===== src/hw/rtl/ngc_pkg.sv =====
// ---------------------------------------------------------------------------
// ngc_pkg
// types, constants and lookup tables of the noise gate and compressor
// ---------------------------------------------------------------------------
package ngc_pkg;

    localparam int LOG_TABLE_BITS = 8;
    localparam int TAB_LEN        = 1 << LOG_TABLE_BITS;

    localparam int CFG_AW = 3;
    localparam int CFG_DW = 23;

    localparam logic [16:0] UNITY       = 17'd32768;
    localparam logic [31:0] ENV_FLOOR   = 32'd2147;
    localparam logic [18:0] DB_PER_OCT  = 19'd394566;
    localparam logic [13:0] OCT_PER_DB  = 14'd10885;
    localparam logic [9:0]  GATE_GLIDE  = 10'd131;
    localparam logic [9:0]  COMP_GLIDE  = 10'd655;

    localparam logic [22:0]        RST_GATE_THR  = 23'd83886;
    localparam logic [15:0]        RST_GATE_ATT  = 16'd3277;
    localparam logic [15:0]        RST_GATE_COEF = 16'd65263;
    localparam logic signed [14:0] RST_COMP_THR  = -15'sd5120;
    localparam logic [16:0]        RST_COMP_INV  = 17'd16384;
    localparam logic [15:0]        RST_ATTACK    = 16'd65400;
    localparam logic [15:0]        RST_RELEASE   = 16'd65527;

    typedef enum logic [CFG_AW-1:0] {
        CFG_GATE_THRESHOLD = 3'd0,
        CFG_GATE_ATTEN     = 3'd1,
        CFG_GATE_COEFF     = 3'd2,
        CFG_COMP_THRESHOLD = 3'd3,
        CFG_COMP_INV_RATIO = 3'd4,
        CFG_ATTACK_COEFF   = 3'd5,
        CFG_RELEASE_COEFF  = 3'd6
    } cfg_index_t;

    typedef struct packed {
        logic [31:0] gate_level;
        logic [16:0] gate_gain;
        logic [31:0] comp_level;
        logic [16:0] comp_gain;
    } chan_state_t;

    localparam chan_state_t STATE_RESET = '{
        gate_level: 32'd0,
        gate_gain:  UNITY,
        comp_level: 32'd0,
        comp_gain:  UNITY
    };

    typedef logic [16:0] tab_t [TAB_LEN];

    function automatic logic [63:0] isqrt(logic [63:0] a_in);
        logic [63:0] a;
        logic [63:0] r;
        logic [63:0] b;
        a = a_in;
        r = 64'd0;
        b = 64'd1 << 62;
        while (b > a) b = b >> 2;
        while (b != 64'd0) begin
            if (a >= r + b) begin
                a = a - (r + b);
                r = (r >> 1) + b;
            end else begin
                r = r >> 1;
            end
            b = b >> 2;
        end
        return r;
    endfunction

    function automatic tab_t build_log2_tab();
        tab_t        t;
        logic [63:0] m;
        logic [16:0] res;
        for (int i = 0; i < TAB_LEN; i++) begin
            m   = (64'd1 << 30) + (64'(i) << (30 - LOG_TABLE_BITS));
            res = 17'd0;
            for (int k = 0; k < 16; k++) begin
                m   = (m * m) >> 30;
                res = res << 1;
                if (m >= (64'd1 << 31)) begin
                    m   = m >> 1;
                    res = res | 17'd1;
                end
            end
            t[i] = res;
        end
        return t;
    endfunction

    function automatic tab_t build_exp2_tab();
        tab_t        t;
        logic [63:0] v;
        logic [63:0] e;
        v = 64'd1 << 29;
        e = 64'd1 << 30;
        for (int i = 0; i < LOG_TABLE_BITS; i++) v = isqrt(v << 30);
        for (int i = 0; i < TAB_LEN; i++) begin
            t[i] = 17'((e + 64'd8192) >> 14);
            e    = (e * v + (64'd1 << 29)) >> 30;
        end
        return t;
    endfunction

    localparam tab_t LOG2_TAB = build_log2_tab();
    localparam tab_t EXP2_TAB = build_exp2_tab();

    function automatic logic [23:0] abs24(logic [23:0] v);
        return v[23] ? (~v + 24'd1) : v;
    endfunction

endpackage


===== src/hw/rtl/ngc_state_mem.sv =====
// ---------------------------------------------------------------------------
// ngc_state_mem
// per-channel state memory, registered read, entries read as reset until written
// ---------------------------------------------------------------------------
module ngc_state_mem import ngc_pkg::*; #(
    parameter int DEPTH = 2,
    parameter int AW    = 1
) (
    input  logic              aclk,
    input  logic              aresetn,
    input  logic              rd_en,
    input  logic [AW-1:0]     rd_addr,
    output chan_state_t       rd_data,
    input  logic              wr_en,
    input  logic [AW-1:0]     wr_addr,
    input  chan_state_t       wr_data
);

    chan_state_t            mem [DEPTH];
    logic [DEPTH-1:0]       valid_reg;
    chan_state_t            rd_data_reg;
    logic                   rd_valid_reg;

    always_ff @(posedge aclk) begin
        if (wr_en) begin
            mem[wr_addr] <= wr_data;
        end
        if (rd_en) begin
            rd_data_reg <= mem[rd_addr];
        end
    end

    always_ff @(posedge aclk) begin
        if (!aresetn) begin
            valid_reg    <= '0;
            rd_valid_reg <= 1'b0;
        end else begin
            if (wr_en) begin
                valid_reg[wr_addr] <= 1'b1;
            end
            if (rd_en) begin
                rd_valid_reg <= valid_reg[rd_addr];
            end
        end
    end

    assign rd_data = rd_valid_reg ? rd_data_reg : STATE_RESET;

endmodule


===== config.mk =====
export PLATFORM = sky130hd
export DESIGN_NAME = ngc_state_mem
export DESIGN_NICKNAME = d
export VERILOG_FILES = /design/src/hw/rtl/ngc_pkg.sv /design/src/hw/rtl/ngc_state_mem.sv
export SDC_FILE = /design/constraint.sdc
export NUM_CORES = 1
export LEC_CHECK = 0
export BUFFER_PORTS_ARGS = -buffer_cell sky130_fd_sc_hd__buf_2
export CAP_MARGIN = 10
export CORE_MARGIN = 2
export CORE_UTILIZATION = 40
export CTS_BUF_LIST = sky130_fd_sc_hd__clkbuf_2 sky130_fd_sc_hd__clkbuf_4 sky130_fd_sc_hd__clkbuf_8
export DETAILED_ROUTE_END_ITERATION = 12
export GPL_ROUTABILITY_DRIVEN = 0
export PLACE_DENSITY = 0.7
export SKIP_CTS_REPAIR_TIMING = 1
export SYNTH_ARGS = -nofsm -noshare
export SYNTH_HDL_FRONTEND = slang
export SYNTH_SLANG_ARGS = --single-unit

===== constraint.sdc =====
create_clock -name aclk -period 9.09 [get_ports aclk]
set_input_delay 1.818 -clock aclk [delete_from_list [all_inputs] [get_ports aclk]]
set_output_delay 1.818 -clock aclk [all_outputs]
set_load 0.02 [all_outputs]

==> results of run 1 <==
per-stage QoR:
step           power, mW  util, %  cells
3_5_place_dp        1.86     45.6   1048
3_3_place_gp        1.85     45.6   1048
6_report            2.86     48.9   1134
2_1_floorplan       1.77        -    521
4_1_cts             2.90     48.8   1130
5_1_grt             2.97     48.8   1130
kinds of logic after synthesis:
kind of cell | after synthesis | synth area share (%)
AO/OA/AOI/OAI | 4 | 0.231
buffers and inverters | 21 | 1.12
flip-flops | 297 | 82.2
multiplexers | 99 | 10.6
AND/OR/NAND/NOR | 100 | 5.81
power by group through the flow:
| stage | clock, mW | sequential [mW] | combinational (mW) |
|---|---|---|---|
| finish | 1.03 | 1.64 | 0.181 |
| global route | 1.12 | 1.65 | 0.198 |
| CTS | 1.07 | 1.64 | 0.185 |
| detailed placement | 0 | 1.67 | 0.184 |
| global placement | 0 | 1.67 | 0.180 |
| floorplan | 0 | 1.66 | 0.109 |
Yosys cell counts:
| cell type | number | area share [%] |
|---|---|---|
| edfxtp_1 | 294 | 82 |
| and2_1 | 97 | 5.6 |
| mux2_2 | 88 | 9.2 |
| buf_2 | 12 | 0.56 |
| mux2_4 | 10 | 1.4 |
| clkbuf_1 | 4 | 0.14 |
| buf_6 | 3 | 0.31 |
| dfxtp_1 | 3 | 0.56 |
| o21a_1 | 2 | 0.14 |
| or2b_1 | 2 | 0.14 |
| a21oi_1 | 1 | 0.046 |
| buf_4 | 1 | 0.069 |
| clkbuf_2 | 1 | 0.046 |
| mux2i_1 | 1 | 0.093 |
| nor2b_1 | 1 | 0.058 |
| o21ai_0 | 1 | 0.046 |
worst max-delay path, cell delays in order, from the launching register on:
cell and delay (ns):
dfxtp_2 0.80, buf_4 0.50, or2b_1 0.29, buf_2 0.16
metal layers:
| metal | up-vias | wire length (um) |
|---|---|---|
| met5 | - | 0 |
| met4 | 0 | 397 |
| met3 | 36 | 1400 |
| met2 | 171 | 9620 |
| met1 | 2578 | 8110 |
| li1 | 2459 | - |
worst max-delay path by stage:
stage / endpoint / slack [ns] / depth (start not counted)
after floorplan: mem[0][0]$_DFFE_PP_ / 2.31 / 1
after CTS: rd_data[15] / 4.81 / 3
after global routing: rd_data[15] / 4.67 / 3
final: rd_data[15] / 4.97 / 3
after global placement: rd_data_reg[10]$_DFFE_PP_ / 5.23 / 3
after detailed placement: rd_data_reg[41]$_DFFE_PP_ / 5.22 / 3
area by class of cell:
type | count | area (um^2) | share of cell area, %
clock inverters | 18 | 76.3 | 0.584
clock buffers | 64 | 787 | 6.03
diodes | 4 | 10.0 | 0.0766
flip-flops and latches | 297 | 8890 | 68.1
repair buffers | 207 | 1060 | 8.09
multi-input cells | 203 | 1810 | 13.9
well taps | 341 | 427 | 3.27
==> summary.md, run 1 <==
| Metric | Value |
|---|---|
| DIE AREA | 28400 um^2 |
| F_max | 0.243 GHz |
| Routed len/inst | 17.2 um |
| Place WS | 5.22 ns |
| CTS buffer count | 48 |
| Worst r2r path cells | 2 |
| Vias | 5244 |
| Largest net degree at the start of global routing | 56 |
| Net switching fraction of the power | 21.1% |
| Placed Area | 12200 um^2 |
| Syn. warnings | 0 |
| Syn_nets | 625 |
| Clk Tree Root Cell | clkbuf_8 |
| Die width | 168 um |
| Worst EP arrival | 2.30 ns |
| Worst Setup Slack, final | 4.97 ns |
| Grt total ovfl | 0 |
| Met3 Track Usage GR | 4.56% |
| Vias in the first global route | 5694 |
| Hold EP | valid_reg[1]$_SDFFE_PN0P_ |
| Fillers | 2281 |
| Via density | 4.62 |
| Core box area | 26700 um^2 |
| Period utilization | 45.3% |
| Detail Route Antenna Nets | 0 |
| Max-Cap Viols | 0 |
| Nets@finish | 861 |
| Layout cells sized above 1 | 48.0% |
| Net switching power figure | 0.603 mW |
| CTS tree | built |
| Area growth from synthesis to layout | 20.8% |
| Met2 Usage GRT | 23.5% |
| Most frequent cells in the layout | edfxtp_1, buf_2, and2_1, mux2_2, clkbuf_8 |
| Critical Path Fanout Max | 50 |
| Fin Setup TNS | 0 ns |
| Power Dens Cells | 219 nW/um^2 |
| Setup Crit Path Kind | reg -> out |
| GRT Util Overall | 13.6% |
| IO Pins | 202 |
| RSZ-0062 raised after global routing | no |
| Lkg Pwr | 4.97 nW |
| Worst hold margin | 0.484 ns |
| Outcome | finished, final reports clean |
| Slew @ Worst Pin | 0.838 ns |
| Syn Area/Cell | 20.8 um^2 |
| Row count | 60 |
| Gr busiest metal | met2 |
| Hpwl dp | 11.9 mm |
| Gate count after technology mapping | 521 |
| Port Buffers | 201 |
| WP data required | 7.27 ns |
| Fin area | 13100 um^2 |
| Comb pwr share | 6.3% |
| Library cells used by synthesis | 16 |
| Worst hold path startpoint | valid_reg[1]$_SDFFE_PN0P_ |
| Fin crit period | 4.12 ns |
| R2r endpoint | rd_valid_reg$_SDFFE_PN0P_ |
| CP Capture Type | primary output |
| Post-Synthesis Cell Area | 10800 um^2 |
| Clk buf depth | 3 |
| Initial core utilization | 40.5% |
| Setup violators final | 0 |
| Worst reg-to-reg setup slack | 7.83 ns |
| Clock-pin slew on the worst setup and hold paths | 0.06 ns |
| Seq pwr share | 57.5% |
| Clk_lat worst skew | 0.53 ns |
| DRC Markers | 0 |
| Peak supply drop | 0.000117 V |
| Max reg flops | 196 |
| Most common cell after layout, fill and taps aside | edfxtp_1 |
| 1st-iter DRT viols | 258 |
| Max_slew headroom | 44.1% |
| Global-route wire length before repair | 29.7 mm |
| Clock skew | 0.0109 ns |
| Clock power frac | 36.2% |
| GR Util met1 | 16.1% |
| Hold WC Path Type | reg -> reg |
| #FFs+latches synth | 297 |
| Sequential cell area fraction in the yosys report | 82.2% |
| H-tree level count | 2 |
| Max Transition Viols Final | 0 |
| Height of the chip | 168 um |
| Initial antenna violation count | 3 |
| Clock Sinks | 297 |
| Detailed Route WL | 19.5 mm |
| CP startpoint kind | flop |
| Reg-to-Reg Start | rd_valid_reg$_SDFFE_PN0P_ |
| Crit. Startpoint | rd_valid_reg$_SDFFE_PN0P_ |
| Worst hold path cell count | 1 |
| Endpoints failing hold | 0 |
| Int Pwr | 2.25 mW |
| Drt first pass iters | 4 |
(Power assumes the default switching activity.)
==> inputs of run 2 (changes only) <==
clock period = 3.8 ns   (was 9.09 ns; I/O delays follow)
==> run 2 against run 1 <==
Against the previous run: final area is 0.96% higher; total power is 140% higher; sequential share of layout area is 0.65 points lower; wire length is 1.3% lower; core utilization is 0.47 points higher; die area stayed put; cell count is 0.44% higher; critical endpoint is now rd_data[91]; setup slack worse by 4.0 ns; non-clock buffer count is 2 higher; hold slack worse by 0.079 ns; critical path type unchanged; clock-buffer cell count is 1 higher.
==> summary.md, run 2 (synthesized netlist as in run 1, its figures left out) <==
| Metric | Value |
|---|---|
| Outcome | finished, final reports clean |
| Port Buffers | 201 |
| Row count | 60 |
| F_max | 0.358 GHz |
| WP data required | 3.04 ns |
| CP Capture Type | primary output |
| CP startpoint kind | flop |
| Layout cells sized above 1 | 48.1% |
| Die width | 168 um |
| Worst r2r path cells | 3 |
| Fin area | 13200 um^2 |
| Placed Area | 12300 um^2 |
| Via density | 4.60 |
| Reg-to-Reg Start | rd_valid_reg$_SDFFE_PN0P_ |
| Initial core utilization | 40.5% |
| H-tree level count | 2 |
| Lkg Pwr | 5.03 nW |
| Drt first pass iters | 4 |
| Setup violators final | 0 |
| Global-route wire length before repair | 29.3 mm |
| Fin crit period | 2.79 ns |
| DRC Markers | 0 |
| 1st-iter DRT viols | 329 |
| Largest net degree at the start of global routing | 89 |
| Max reg flops | 196 |
| Clock Sinks | 297 |
| Initial antenna violation count | 3 |
| Clk_lat worst skew | 0.54 ns |
| Area growth from synthesis to layout | 21.9% |
| Detailed Route WL | 19.3 mm |
| Hold WC Path Type | in -> reg |
| Most common cell after layout, fill and taps aside | edfxtp_1 |
| RSZ-0062 raised after global routing | no |
| Peak supply drop | 0.000320 V |
| Clk Tree Root Cell | clkbuf_8 |
| DIE AREA | 28400 um^2 |
| Nets@finish | 864 |
| CTS tree | built |
| IO Pins | 202 |
| Core box area | 26700 um^2 |
| Detail Route Antenna Nets | 0 |
| Endpoints failing hold | 0 |
| Worst hold margin | 0.405 ns |
| Clock skew | 0.0173 ns |
| Setup Crit Path Kind | reg -> out |
| Clock-pin slew on the worst setup and hold paths | 0.06 ns |
| CTS buffer count | 49 |
| Vias | 5241 |
| Critical Path Fanout Max | 52 |
| Worst EP arrival | 2.03 ns |
| Worst hold path startpoint | wr_data[48] |
| Max Transition Viols Final | 0 |
| Most frequent cells in the layout | edfxtp_1, buf_2, and2_1, mux2_2, clkbuf_8 |
| Max_slew headroom | 45.2% |
| GRT Util Overall | 13.4% |
| Height of the chip | 168 um |
| Vias in the first global route | 5539 |
| Clk buf depth | 3 |
| Slew @ Worst Pin | 0.821 ns |
| Period utilization | 73.5% |
| Fin Setup TNS | 0 ns |
| Hold EP | mem[0][48]$_DFFE_PP_ |
| Worst reg-to-reg setup slack | 2.30 ns |
| Hpwl dp | 11.5 mm |
| Routed len/inst | 16.9 um |
| R2r endpoint | rd_valid_reg$_SDFFE_PN0P_ |
| Max-Cap Viols | 0 |
| Grt total ovfl | 0 |
| Worst hold path cell count | 1 |
| Power Dens Cells | 529 nW/um^2 |
## run 2: cell types whose count changed in the layout (fill, tap and decap cells not counted)
cell | before | now
clkbuf_8 | 49 | 51
bufinv_16 | 0 | 1
clkinv_2 | 7 | 6
clkinvlp_4 | 0 | 1
clkbuf_4 | 15 | 14
buf_12 | 0 | 4
clkinv_1 | 11 | 15
diode_2 | 4 | 1
buf_4 | 8 | 6
## run 2: worst max path at each step
stage / startpoint / end / cells after the start
after floorplan: wr_en / mem[0][0]$_DFFE_PP_ / 1
after global placement: rd_addr / rd_data_reg[86]$_DFFE_PP_ / 3
after detailed placement: rd_addr / rd_data_reg[96]$_DFFE_PP_ / 3
after CTS: rd_valid_reg$_SDFFE_PN0P_ / rd_data[91] / 3
after global routing: rd_valid_reg$_SDFFE_PN0P_ / rd_data[77] / 3
final: rd_valid_reg$_SDFFE_PN0P_ / rd_data[91] / 3
## run 2: metrics by stage
stage	instances	worst slack, ns	power [mW]	utilization, %
6_report	1139	1.01	6.97	49.3
5_1_grt	1139	0.759	7.27	49.3
4_1_cts	1138	0.884	7.10	49.3
3_5_place_dp	1050	1.42	4.44	45.8
3_3_place_gp	1050	1.46	4.42	45.8
2_1_floorplan	521	0.0262	4.23	-
## run 2: area by class of cell
class | count | area [um^2]
flip-flops and latches | 297 | 8890
well taps | 341 | 427
diodes | 1 | 2.50
clock buffers | 65 | 807
multi-input cells | 203 | 1810
clock inverters | 23 | 124
repair buffers | 209 | 1120
fillers | 2247 | 13500
## run 2: worst max-delay path, cell delays in order, from the launching register on
cell and delay (ns):
dfxtp_2 0.86, buf_12 0.28, and2_1 0.17, buf_2 0.16
## run 2: metal layers
metal / vias up / part of all wire (%) / GRT usage [%]
li1: 2470 / - / -
met1: 2538 / 42 / 17.0
met2: 190 / 48 / 21.8
met3: 41 / 7.7 / 4.44
met4: 2 / 2.1 / 4.39
met5: - / 0.068 / 0
## run 2: report_power, final
group	internal, mW	total (mW)	switching, mW
clock network	1.44	2.61	1.17
logic	0.193	0.436	0.242
registers	3.87	3.93	0.0583
total	5.51	6.97	1.47
==> inputs of run 3 (changes only) <==
clock period = 2.7 ns   (was 3.8 ns; I/O delays follow)
==> run 3 against run 2 <==
Against the previous run: total power up 41%; core utilization up 0.16 points; via count up 2.0%; cell count about the same; non-clock buffer count up 1; clock skew down 0.0062 ns; combinational power up 46%; critical path type unchanged; critical endpoint is now rd_data[29]; highest routed layer is now met4.
==> summary.md, run 3 (synthesized netlist as in run 1, its figures left out) <==
| Metric | Value |
|---|---|
| Hpwl dp | 11.5 mm |
| Worst r2r path cells | 3 |
| Net switching fraction of the power | 20.9% |
| Clock Sinks | 297 |
| Clk buf depth | 3 |
| Max_slew headroom | 59.2% |
| Clock power frac | 37.5% |
| Nets@finish | 864 |
| Layout cells sized above 1 | 48.7% |
| Slew @ Worst Pin | 0.612 ns |
| CP Capture Type | primary output |
| Fillers | 2281 |
| GRT Util Overall | 13.6% |
| Worst path max stage delay | 0.40 ns |
| CP startpoint kind | flop |
| Worst hold path cell count | 1 |
| Int Pwr | 7.78 mW |
| R2r endpoint | rd_valid_reg$_SDFFE_PN0P_ |
| Endpoints failing hold | 0 |
| Power Dens Cells | 744 nW/um^2 |
| Hold WC Path Type | in -> reg |
| WP data required | 2.16 ns |
| Crit path max-delay family | buffers and inverters |
| DRC Markers | 0 |
| CTS buffer count | 48 |
| H-tree level count | 2 |
| Worst EP arrival | 1.73 ns |
| Height of the chip | 168 um |
| DIE AREA | 28400 um^2 |
| Max Transition Viols Final | 0 |
| Largest net degree at the start of global routing | 101 |
| Peak supply drop | 0.000479 V |
| Detailed Route WL | 19.5 mm |
| Area growth from synthesis to layout | 22.3% |
| Net switching power figure | 2.06 mW |
| Grt total ovfl | 0 |
| Initial antenna violation count | 2 |
| Seq pwr share | 56.0% |
| 1st-iter DRT viols | 311 |
| Max-Cap Viols | 0 |
| Global-route wire length before repair | 29.7 mm |
| Routed len/inst | 17.1 um |
| Detail Route Antenna Nets | 0 |
| Overall Power | 9.84 mW |
| Most frequent cells in the layout | edfxtp_1, buf_2, and2_1, mux2_2, clkbuf_8 |
| Setup violators final | 0 |
| Fin Setup TNS | 0 ns |
| Reg-to-Reg Start | rd_valid_reg$_SDFFE_PN0P_ |
| Outcome | finished, final reports clean |
| Drt first pass iters | 4 |
| Via density | 4.69 |
| Core box area | 26700 um^2 |
| Worst hold path startpoint | wr_data[91] |
| Comb pwr share | 6.5% |
| Critical Path Fanout Max | 58 |
| Max reg flops | 196 |
| Lkg Pwr | 5.05 nW |
| Most common cell after layout, fill and taps aside | edfxtp_1 |
| Max stage delay cell, worst path | buf_4 |
| Initial core utilization | 40.5% |
| Vias | 5345 |
| Vias in the first global route | 5597 |
| Port Buffers | 201 |
| Clock skew | 0.0111 ns |
| Clock-pin slew on the worst setup and hold paths | 0.06 ns |
| IO Pins | 202 |
| Worst reg-to-reg setup slack | 1.71 ns |
| Clk_lat worst skew | 0.53 ns |
| Period utilization | 83.9% |
| Fin crit period | 2.27 ns |
| WP buf/inv | 2 |
| Hold EP | mem[1][91]$_DFFE_PP_ |
| Row count | 60 |
| Die width | 168 um |
| Setup Crit Path Kind | reg -> out |
| F_max | 0.441 GHz |
| RSZ-0062 raised after global routing | no |
| CTS tree | built |
| Clk Tree Root Cell | clkbuf_8 |
| Worst-path cell chain | buf_4, and2_1, buf_2 |
[run 3: power by group through the flow]
stage | Clock (mW) | Combinational, mW | Sequential, mW
floorplan | 0 | 0.367 | 5.59
global placement | 0 | 0.636 | 5.59
detailed placement | 0 | 0.650 | 5.61
CTS | 3.83 | 0.655 | 5.51
global route | 4.00 | 0.694 | 5.54
finish | 3.69 | 0.637 | 5.51
[run 3: metrics by stage]
stage | utilization (%) | instance area, um^2 | hold WS [ns] | cells | worst slack (ns)
CTS | 49.5 | 13200 | 0.146 | 1138 | 0.350
global route | 49.5 | 13200 | 0.151 | 1139 | 0.289
finish | 49.5 | 13200 | 0.192 | 1140 | 0.434
detailed placement | 46.0 | 12300 | 0.457 | 1051 | 0.862
global placement | 46.0 | 12300 | 0.447 | 1051 | 0.854
floorplan | - | 10800 | 0.440 | 521 | 0.240
[run 3: worst max-delay path by stage]
stage | startpoint | to | cells past startpoint
CTS | rd_valid_reg$_SDFFE_PN0P_ | rd_data[29] | 3
global placement | wr_addr | mem[1][88]$_DFFE_PP_ | 3
floorplan | wr_en | mem[0][0]$_DFFE_PP_ | 1
finish | rd_valid_reg$_SDFFE_PN0P_ | rd_data[29] | 3
detailed placement | wr_addr | mem[1][44]$_DFFE_PP_ | 3
global route | rd_valid_reg$_SDFFE_PN0P_ | rd_data[29] | 3
[run 3: cell type report]
| class | count | area (um^2) | area share [%] |
|---|---|---|---|
| Timing Repair Buffer | 210 | 1170 | 8.81 |
| Clock buffer | 69 | 825 | 6.23 |
| Sequential cell | 297 | 8890 | 67.2 |
| Clock inverter | 18 | 103 | 0.776 |
| Tap cell | 341 | 427 | 3.23 |
| Multi-Input combinational cell | 203 | 1810 | 13.7 |
| Antenna cell | 2 | 5.00 | 0.0378 |
[run 3: layer usage]
metal	share of wire (%)	up-vias	global-route usage, %
met4	2.2	0	4.65
met3	6.9	42	4.09
met2	49	190	22.8
met5	0	-	0
li1	-	2470	-
met1	42	2643	16.8
[run 3: worst register-to-register path, stage by stage, from the launching register on]
cell and delay [ns]:
dfxtp_2 0.32, buf_4 0.32, o21ai_0 0.15, a21oi_1 0.13
